`config.mk`:
```
export PLATFORM = sky130hd
export DESIGN_NAME = msb_first_bit_packer_unit
export DESIGN_NICKNAME = d
export VERILOG_FILES = /design/src/design/mbp_pkg.sv /design/src/design/mbp_front.sv /design/src/design/mbp_queue.sv /design/src/design/mbp_back.sv /design/src/design/msb_first_bit_packer_unit.sv
export VERILOG_INCLUDE_DIRS = /design/src /design/src/design
export SDC_FILE = /design/constraint.sdc
export NUM_CORES = 1
export LEC_CHECK = 0
export ABC_CLOCK_PERIOD_IN_PS = 7450
export BUFFER_PORTS_ARGS = -buffer_cell sky130_fd_sc_hd__buf_2
export CORE_UTILIZATION = 62
export DETAILED_ROUTE_END_ITERATION = 10
export PLACE_DENSITY = 0.82
export SYNTH_ARGS = -nofsm -noshare
export SYNTH_HDL_FRONTEND = slang
export SYNTH_SLANG_ARGS = --single-unit
```
`constraint.sdc`:
```
create_clock -name clk -period 7.45 [get_ports clk]
set_clock_uncertainty 0.15 [all_clocks]
set_input_delay 1.1175 -clock clk [delete_from_list [all_inputs] [get_ports clk]]
set_output_delay 1.1175 -clock clk [all_outputs]
set_load 0.02 [all_outputs]
```
`src/design/assert_macros.svh`:
```
// ----------------------------------------------------------------------------
// assert_macros.svh
// Concurrent assertion shorthands, clocked on clk and disabled in rst.
// ----------------------------------------------------------------------------
`ifndef ASSERT_MACROS_SVH
`define ASSERT_MACROS_SVH

// condition holds at every edge out of reset
`define ASSERT_ALWAYS(label, cond, msg) \
  label: assert property (@(posedge clk) disable iff (rst) (cond)) else $error(msg);

// antecedent at one edge implies consequent at the next
`define ASSERT_NEXT(label, ante, cons, msg) \
  label: assert property (@(posedge clk) disable iff (rst) (ante) |=> (cons)) else $error(msg);

`endif

```
`src/design/mbp_pkg.sv`:
```
// ----------------------------------------------------------------------------
// mbp_pkg
// Shared types and constants of the MSB-first bit packer.
// ----------------------------------------------------------------------------
package mbp_pkg;

  localparam int unsigned VALUE_W = 32;
  localparam int unsigned COUNT_W = 6;
  localparam int unsigned TDATA_W = 40;

  typedef struct packed {
    logic [VALUE_W-1:0] value;
    logic [COUNT_W-1:0] count;
    logic               eos;
    logic               bad;
  } item_t;

endpackage

```
`src/design/mbp_front.sv`:
```
// ----------------------------------------------------------------------------
// mbp_front
// Unpacks an input word, saturates the bit count and flags stray high bits.
// ----------------------------------------------------------------------------
module mbp_front import mbp_pkg::*; #(
  parameter int unsigned WORD_BITS = 32
) (
  input  logic [TDATA_W-1:0] s_tdata,   // value[31:0], count[37:32], zero pad
  input  logic               s_tlast,   // end of stream
  output item_t              item
);

  localparam int unsigned LIMIT = (WORD_BITS < VALUE_W) ? WORD_BITS : VALUE_W;

  logic [VALUE_W-1:0] value;
  logic [COUNT_W-1:0] count_in;
  logic [COUNT_W-1:0] count_sat;

  assign value    = s_tdata[VALUE_W-1:0];
  assign count_in = s_tdata[VALUE_W+COUNT_W-1:VALUE_W];

  always_comb begin
    count_sat  = (count_in > COUNT_W'(LIMIT)) ? COUNT_W'(LIMIT) : count_in;
    item.value = value;
    item.count = count_sat;
    item.eos   = s_tlast;
    item.bad   = (count_sat < COUNT_W'(VALUE_W)) && ((value >> count_sat) != '0);
  end

endmodule

```
`src/design/mbp_queue.sv`:
```
// ----------------------------------------------------------------------------
// mbp_queue
// Two-entry queue of classified items between front and back end.
// ----------------------------------------------------------------------------
`include "assert_macros.svh"

module mbp_queue import mbp_pkg::*; (
  input  logic  clk,
  input  logic  rst,
  input  logic  push,
  input  item_t push_item,
  output logic  full,
  input  logic  pop,
  output logic  head_valid,
  output item_t head_item
);

  item_t       entries [2];
  logic        wr_ptr;
  logic        rd_ptr;
  logic [1:0]  count;
  logic        do_push;
  logic        do_pop;

  assign full       = (count == 2'd2);
  assign head_valid = (count != 2'd0);
  assign head_item  = entries[rd_ptr];
  assign do_push    = push && !full;
  assign do_pop     = pop && head_valid;

  always_ff @(posedge clk) begin
    if (do_push) begin
      entries[wr_ptr] <= push_item;
    end
  end

  always_ff @(posedge clk) begin
    if (rst) begin
      wr_ptr <= 1'b0;
      rd_ptr <= 1'b0;
      count  <= 2'd0;
    end else begin
      if (do_push) begin
        wr_ptr <= !wr_ptr;
      end
      if (do_pop) begin
        rd_ptr <= !rd_ptr;
      end
      count <= count + {1'b0, do_push} - {1'b0, do_pop};
    end
  end

  `ASSERT_ALWAYS(a_count_range, count != 2'd3, "queue count out of range")
  `ASSERT_ALWAYS(a_no_pop_empty, !pop || head_valid, "pop from empty queue")
  `ASSERT_NEXT(a_push_seen, do_push && !do_pop, head_valid, "pushed item not visible")

endmodule

```
`src/design/mbp_back.sv`:
```
// ----------------------------------------------------------------------------
// mbp_back
// Packing engine: merges codes into the partial word, emits full and
// flushed words and rejected-input results through an output register.
// ----------------------------------------------------------------------------
`include "assert_macros.svh"

module mbp_back import mbp_pkg::*; #(
  parameter int unsigned WORD_BITS = 32
) (
  input  logic               clk,
  input  logic               rst,
  input  logic               head_valid,
  input  item_t              head_item,
  output logic               pop,
  output logic               m_tvalid,
  input  logic               m_tready,
  output logic [TDATA_W-1:0] m_tdata,   // word[31:0], fill_bits[37:32], zero pad
  output logic               m_tuser,   // bad_input
  output logic               m_tlast
);

  localparam int unsigned FILL_W = $clog2(WORD_BITS);
  localparam int unsigned SUM_W  = $clog2(2 * WORD_BITS);
  localparam int unsigned EXT_W  = WORD_BITS + VALUE_W;

  logic [WORD_BITS-1:0] partial_word;
  logic [FILL_W-1:0]    fill_count;
  logic                 phase;

  logic [WORD_BITS-1:0] partial_word_next;
  logic [FILL_W-1:0]    fill_count_next;
  logic                 phase_next;

  logic [VALUE_W-1:0]   out_word;
  logic [COUNT_W-1:0]   out_fill;
  logic                 out_bad;
  logic                 out_last;

  logic [SUM_W-1:0]     sum;
  logic [SUM_W-1:0]     over;
  logic [EXT_W-1:0]     value_ext;
  logic [EXT_W-1:0]     shl_lo;
  logic [EXT_W-1:0]     shl_hi;
  logic [EXT_W-1:0]     shr_full;
  logic [EXT_W-1:0]     word_ext;
  logic                 has_full;
  logic                 has_flush;
  logic [WORD_BITS-1:0] pack_word;
  logic [FILL_W-1:0]    pack_fill;
  logic [WORD_BITS-1:0] full_word;
  logic                 emit;
  logic                 can_load;
  logic                 go;
  logic [WORD_BITS-1:0] sel_word;
  logic [COUNT_W-1:0]   sel_fill;
  logic                 sel_bad;
  logic                 sel_last;

  assign can_load  = !m_tvalid || m_tready;
  assign value_ext = EXT_W'(head_item.value);
  assign sum       = SUM_W'(fill_count) + SUM_W'(head_item.count);
  assign has_full  = (sum >= SUM_W'(WORD_BITS));
  assign over      = sum - SUM_W'(WORD_BITS);
  assign shl_lo    = value_ext << (SUM_W'(WORD_BITS) - sum);
  assign shl_hi    = value_ext << (SUM_W'(WORD_BITS) - over);
  assign shr_full  = value_ext >> over;
  assign full_word = partial_word | shr_full[WORD_BITS-1:0];

  always_comb begin
    if (has_full) begin
      pack_word = shl_hi[WORD_BITS-1:0];
      pack_fill = FILL_W'(over);
    end else begin
      pack_word = partial_word | shl_lo[WORD_BITS-1:0];
      pack_fill = FILL_W'(sum);
    end
    has_flush = head_item.eos && (pack_fill != '0);

    emit              = phase || head_item.bad || has_full || has_flush;
    go                = head_valid && (!emit || can_load);
    partial_word_next = partial_word;
    fill_count_next   = fill_count;
    phase_next        = phase;
    pop               = go;
    sel_word          = '0;
    sel_fill          = '0;
    sel_bad           = 1'b0;
    sel_last          = 1'b1;

    if (phase) begin
      sel_word          = partial_word;
      sel_fill          = COUNT_W'(fill_count);
      partial_word_next = '0;
      fill_count_next   = '0;
      phase_next        = 1'b0;
    end else if (head_item.bad) begin
      sel_bad = 1'b1;
    end else if (has_full) begin
      sel_word          = full_word;
      sel_fill          = COUNT_W'(WORD_BITS);
      sel_last          = !has_flush;
      partial_word_next = pack_word;
      fill_count_next   = pack_fill;
      if (has_flush) begin
        phase_next = 1'b1;
        pop        = 1'b0;
      end
    end else if (has_flush) begin
      sel_word          = pack_word;
      sel_fill          = COUNT_W'(pack_fill);
      partial_word_next = '0;
      fill_count_next   = '0;
    end else begin
      partial_word_next = pack_word;
      fill_count_next   = pack_fill;
    end
  end

  always_ff @(posedge clk) begin
    if (rst) begin
      partial_word <= '0;
      fill_count   <= '0;
      phase        <= 1'b0;
      m_tvalid     <= 1'b0;
    end else begin
      if (go) begin
        partial_word <= partial_word_next;
        fill_count   <= fill_count_next;
        phase        <= phase_next;
      end
      if (can_load) begin
        m_tvalid <= head_valid && emit;
      end
    end
  end

  assign word_ext = EXT_W'(sel_word);

  always_ff @(posedge clk) begin
    if (can_load) begin
      out_word <= word_ext[VALUE_W-1:0];
      out_fill <= sel_fill;
      out_bad  <= sel_bad;
      out_last <= sel_last;
    end
  end

  assign m_tdata = {{(TDATA_W - VALUE_W - COUNT_W){1'b0}}, out_fill, out_word};
  assign m_tuser = out_bad;
  assign m_tlast = out_last;

  `ASSERT_ALWAYS(a_phase_has_item, !phase || head_valid, "flush phase without item")
  `ASSERT_ALWAYS(a_fill_below_word, fill_count < FILL_W'(WORD_BITS - 1) ||
                 fill_count == FILL_W'(WORD_BITS - 1), "fill count past word")
  `ASSERT_ALWAYS(a_bad_is_empty, !(m_tvalid && m_tuser) ||
                 (m_tlast && m_tdata == '0), "rejected result not empty")
  `ASSERT_NEXT(a_split_flush, go && !pop, phase, "second result not scheduled")

endmodule

```
`src/design/msb_first_bit_packer_unit.sv`:
```
// ----------------------------------------------------------------------------
// msb_first_bit_packer_unit
// MSB-first variable-length bit packer: appends codes to a stream of words
// filled from the top, emits full words and a flushed partial at stream end.
// ----------------------------------------------------------------------------
//   channel   dir  tdata                          tuser      tlast
//   s_*       in   value[31:0] count[37:32]       -          end of stream
//   m_*       out  word[31:0] fill_bits[37:32]    bad_input  last of item
//
// One code per cycle while results are accepted; an item giving a full word
// plus a flushed partial holds the packing engine for an extra flush phase.
// Each code passes through a queue entry; its results then pass through the output register.
// While m_tready is low the two-entry queue takes two more words that give
// results; words that give none keep passing through.
// rst is synchronous and clears the queue, pack state and output valid.
// ----------------------------------------------------------------------------
module msb_first_bit_packer_unit import mbp_pkg::*; #(
  parameter int unsigned WORD_BITS = 32
) (
  input  logic               clk,
  input  logic               rst,
  input  logic               s_tvalid,
  output logic               s_tready,
  input  logic [TDATA_W-1:0] s_tdata,   // value[31:0], count[37:32], zero pad
  input  logic               s_tlast,   // end_of_stream
  output logic               m_tvalid,
  input  logic               m_tready,
  output logic [TDATA_W-1:0] m_tdata,   // word[31:0], fill_bits[37:32], zero pad
  output logic               m_tuser,   // bad_input
  output logic               m_tlast    // last
);

  item_t in_item;
  item_t head_item;
  logic  full;
  logic  head_valid;
  logic  pop;

  mbp_front #(.WORD_BITS(WORD_BITS)) u_front (
    .s_tdata (s_tdata),
    .s_tlast (s_tlast),
    .item    (in_item)
  );

  mbp_queue u_queue (
    .clk        (clk),
    .rst        (rst),
    .push       (s_tvalid),
    .push_item  (in_item),
    .full       (full),
    .pop        (pop),
    .head_valid (head_valid),
    .head_item  (head_item)
  );

  assign s_tready = !full;

  mbp_back #(.WORD_BITS(WORD_BITS)) u_back (
    .clk        (clk),
    .rst        (rst),
    .head_valid (head_valid),
    .head_item  (head_item),
    .pop        (pop),
    .m_tvalid   (m_tvalid),
    .m_tready   (m_tready),
    .m_tdata    (m_tdata),
    .m_tuser    (m_tuser),
    .m_tlast    (m_tlast)
  );

endmodule

```
==> summary.md <==
| Metric | Value |
|---|---|
| Reg-to-reg critical path endpoint | u_back.out_word[29] |
| Initial Util | 63.1% |
| Area contributors post-synth | edfxtp_1 31%, mux4_2 16%, mux2i_1 8.2% |
| Flop2flop setup slack | 0.73 ns |
| Synth top cells by count | 120 x edfxtp_1, 97 x mux2i_1, 84 x mux4_2 |
| Tcrit/Tclk final | 90.2% |
| TritonRoute pass-1 iters | 6 |
| # clock sinks | 164 |
| CTS Buf Count | 17 |
| Synth unique cells | 79 |
| Routed len/inst | 25.2 microns |
| CTS tree | yes |
| Critical Path Source Type | register |
| Most used DFF post-synth | edfxtp_1 |
| Remaining global-route overflow | 0 |
| RSZ-0062 raised after global routing | no |
| Synth top area share | 30.5% |
| Buffers added on ports | 84 |
| HPWL Detailed | 23200 microns |
| Worst reg2reg path depth | 10 |
| Critical-path top delay cell | ha_1 |
| Initial antenna violation count | 0 |
| Total of max-cap violations | 0 |
| Worst setup EP type | register |
| Worst-Skew Late Latency | 0.44 ns |
| Slew @ Worst Pin | 1.13 ns |
| H-tree Lvls | 4 |
| Die Y | 140 microns |
| Final hold violation count | 0 |
| Post-CTS Setup Bufs | 0 |
| DRT iter0 DRCs | 1572 |
| Ant. Diodes | 0 |
| GRT Resource Usage Total | 34.6% |
| Hold depth | 1 |
| Final hold slack | 0.319 ns |
| Synth-to-layout area growth | 8.72% |
| Hold Path Sink | u_back.partial_word[24] |
| Vias in the first global route | 8858 |
| Post-layout minimum cycle time | 6.72 ns |
| Critical path required time | 7.44 ns |
| Sequential area share after synthesis | 38.0% |
| Ys async rst share | 0% |
| Routed WL | 32900 microns |
| Crit path kind | reg -> reg |
| Hold-fix buffers at CTS | 0 |
| First-pass GRT wire length | 51800 microns |
| Post-route ant nets | 0 |
| FP Rows | 50 |
| CP max stage delay | 1.10 ns |
| Die Wd | 140 microns |
| Crit path cell chain | mux2_2, ha_4, clkinv_1, ha_1, clkinv_1, mux4_2, mux2i_1, mux2i_1, o21ai_0, o22ai_1 |
| Pin count of the biggest net entering global routing | 68 |
| Cell area after synthesis | 11800 sq um |
| Mapped Cells | 1026 |
| Slew HR | 24.2% |
| Nets@finish | 1116 |
| CTS max path bufs | 2 |
| Yosys top cell by area | edfxtp_1 |
| Post_cts resized | 0 |
| Number of enable flip-flop cells after synthesis | 120 |
| Flops & latches, synth | 164 |
| Clock Root Buffer | clkbuf_16 |
| Num ports | 89 |
| Final slew viol count | 0 |
| Vias/cell | 7.27 |
| YS warnings | 0 |
| Worst Path Max Fanout | 67 |
| Worst min-delay path startpoint | u_back.partial_word[24] |
| Clock slew at reported path FFs | 0.08 ns |
| CORE AREA | 18700 sq um |
| Die ar. | 19600 sq um |
| Final setup viols | 0 |
| Fill cell count | 1336 |
| Total vias in the final route | 9503 |
| Avg Cell Area, Syn | 11.5 sq um |
| Worst endpoint data arrival time | 6.71 ns |
| Residual DRC | 0 |
| Status | completed |
| Routability cong. | 1.00 |
| Share of cells above drive strength 1 | 29.4% |
| F_max | 0.149 GHz |
| Final setup TNS | 0 ns |
| Most numerous cell in the Yosys netlist | edfxtp_1 |
| Hold Path Class | reg -> reg |
## state kept, by name (all words and copies together), names as in the netlist, named ones only
| register | cells |
|---|---|
| u_back.fill_count | 5 |
| u_back.m_tlast | 1 |
| u_back.m_tuser | 1 |
| u_back.m_tvalid | 1 |
| u_back.out_fill | 6 |
| u_back.out_word | 32 |
| u_back.partial_word | 32 |
| u_back.phase | 1 |
| u_queue.count | 2 |
| u_queue.entries | 80 |
| u_queue.rd_ptr | 1 |
| u_queue.wr_ptr | 1 |
## per-stage QoR
| step | instances | setup slack (ns) | utilization [%] | instance area, sq um |
|---|---|---|---|---|
| 6_report | 1308 | 0.731 | 68.6 | 12800 |
| 5_1_grt | 1308 | 0.340 | 68.6 | 12800 |
| 4_1_cts | 1308 | 0.856 | 68.6 | 12800 |
| 3_5_place_dp | 1276 | 0.972 | 65.4 | 12200 |
| 3_3_place_gp | 1276 | 1.17 | 65.4 | 12200 |
| 2_1_floorplan | 1027 | 1.70 | - | 11800 |
## final cells by class
| class | instances | area [sq um] | area share (%) |
|---|---|---|---|
| clock buffer | 17 | 425 | 3.31 |
| sequential | 164 | 4490 | 35.0 |
| multi-input combinational | 768 | 6890 | 53.7 |
| inverter | 16 | 60.1 | 0.468 |
| clock inverter | 15 | 184 | 1.43 |
| tap | 234 | 293 | 2.28 |
| timing repair buffer | 94 | 495 | 3.86 |
## cells by family after synthesis
group	share of synthesized area, %
AO/OA/AOI/OAI	14.4
XOR/XNOR	1.27
adder cells (fa/ha/maj)	1.12
buffers and inverters	4.20
flip-flops	38.0
multiplexers	31.5
other	0.0318
AND/OR/NAND/NOR	9.46
## worst max-delay path: cells and delay by family (launching register included)
kind	cells	cell delay, ns
compound gates	2	0.48
fa+ha+maj	2	2.00
buf+inv	2	1.47
flops	1	0.50
mux	4	1.76
## cells in the final DEF, fill, tap and decap left out, types with 12 or more instances in the layout
cell,count
a211oi_1,12
a21oi_1,35
buf_2,84
clkbuf_16,17
dfxtp_1,43
edfxtp_1,120
mux2_2,72
mux2i_1,97
mux4_2,84
nand2_1,77
nand3_1,15
nor2_1,82
nor3_1,19
o21ai_0,55
o21ai_1,13
o2bb2ai_1,22
## metal layers
layer  up-vias  wire length [microns]  global-route usage (%)
li1       4132                      -                       -
met1      4572                  13100                    48.4
met2       700                  15400                    54.1
met3        99                   3070                    6.05
met4         0                   1320                    14.0
met5         -                      0                       0
## worst max path at each step
stage	endpoint	cells after the start
3_3_place_gp	u_back.out_word[25]	11
2_1_floorplan	u_back.out_word[25]	21
4_1_cts	u_back.out_word[29]	10
5_1_grt	u_back.out_word[29]	10
3_5_place_dp	u_back.out_word[29]	10
6_report	u_back.out_word[29]	10
Power is not shown: default switching activity piles up to over one toggle a cycle in this logic, so the estimate is an artifact.
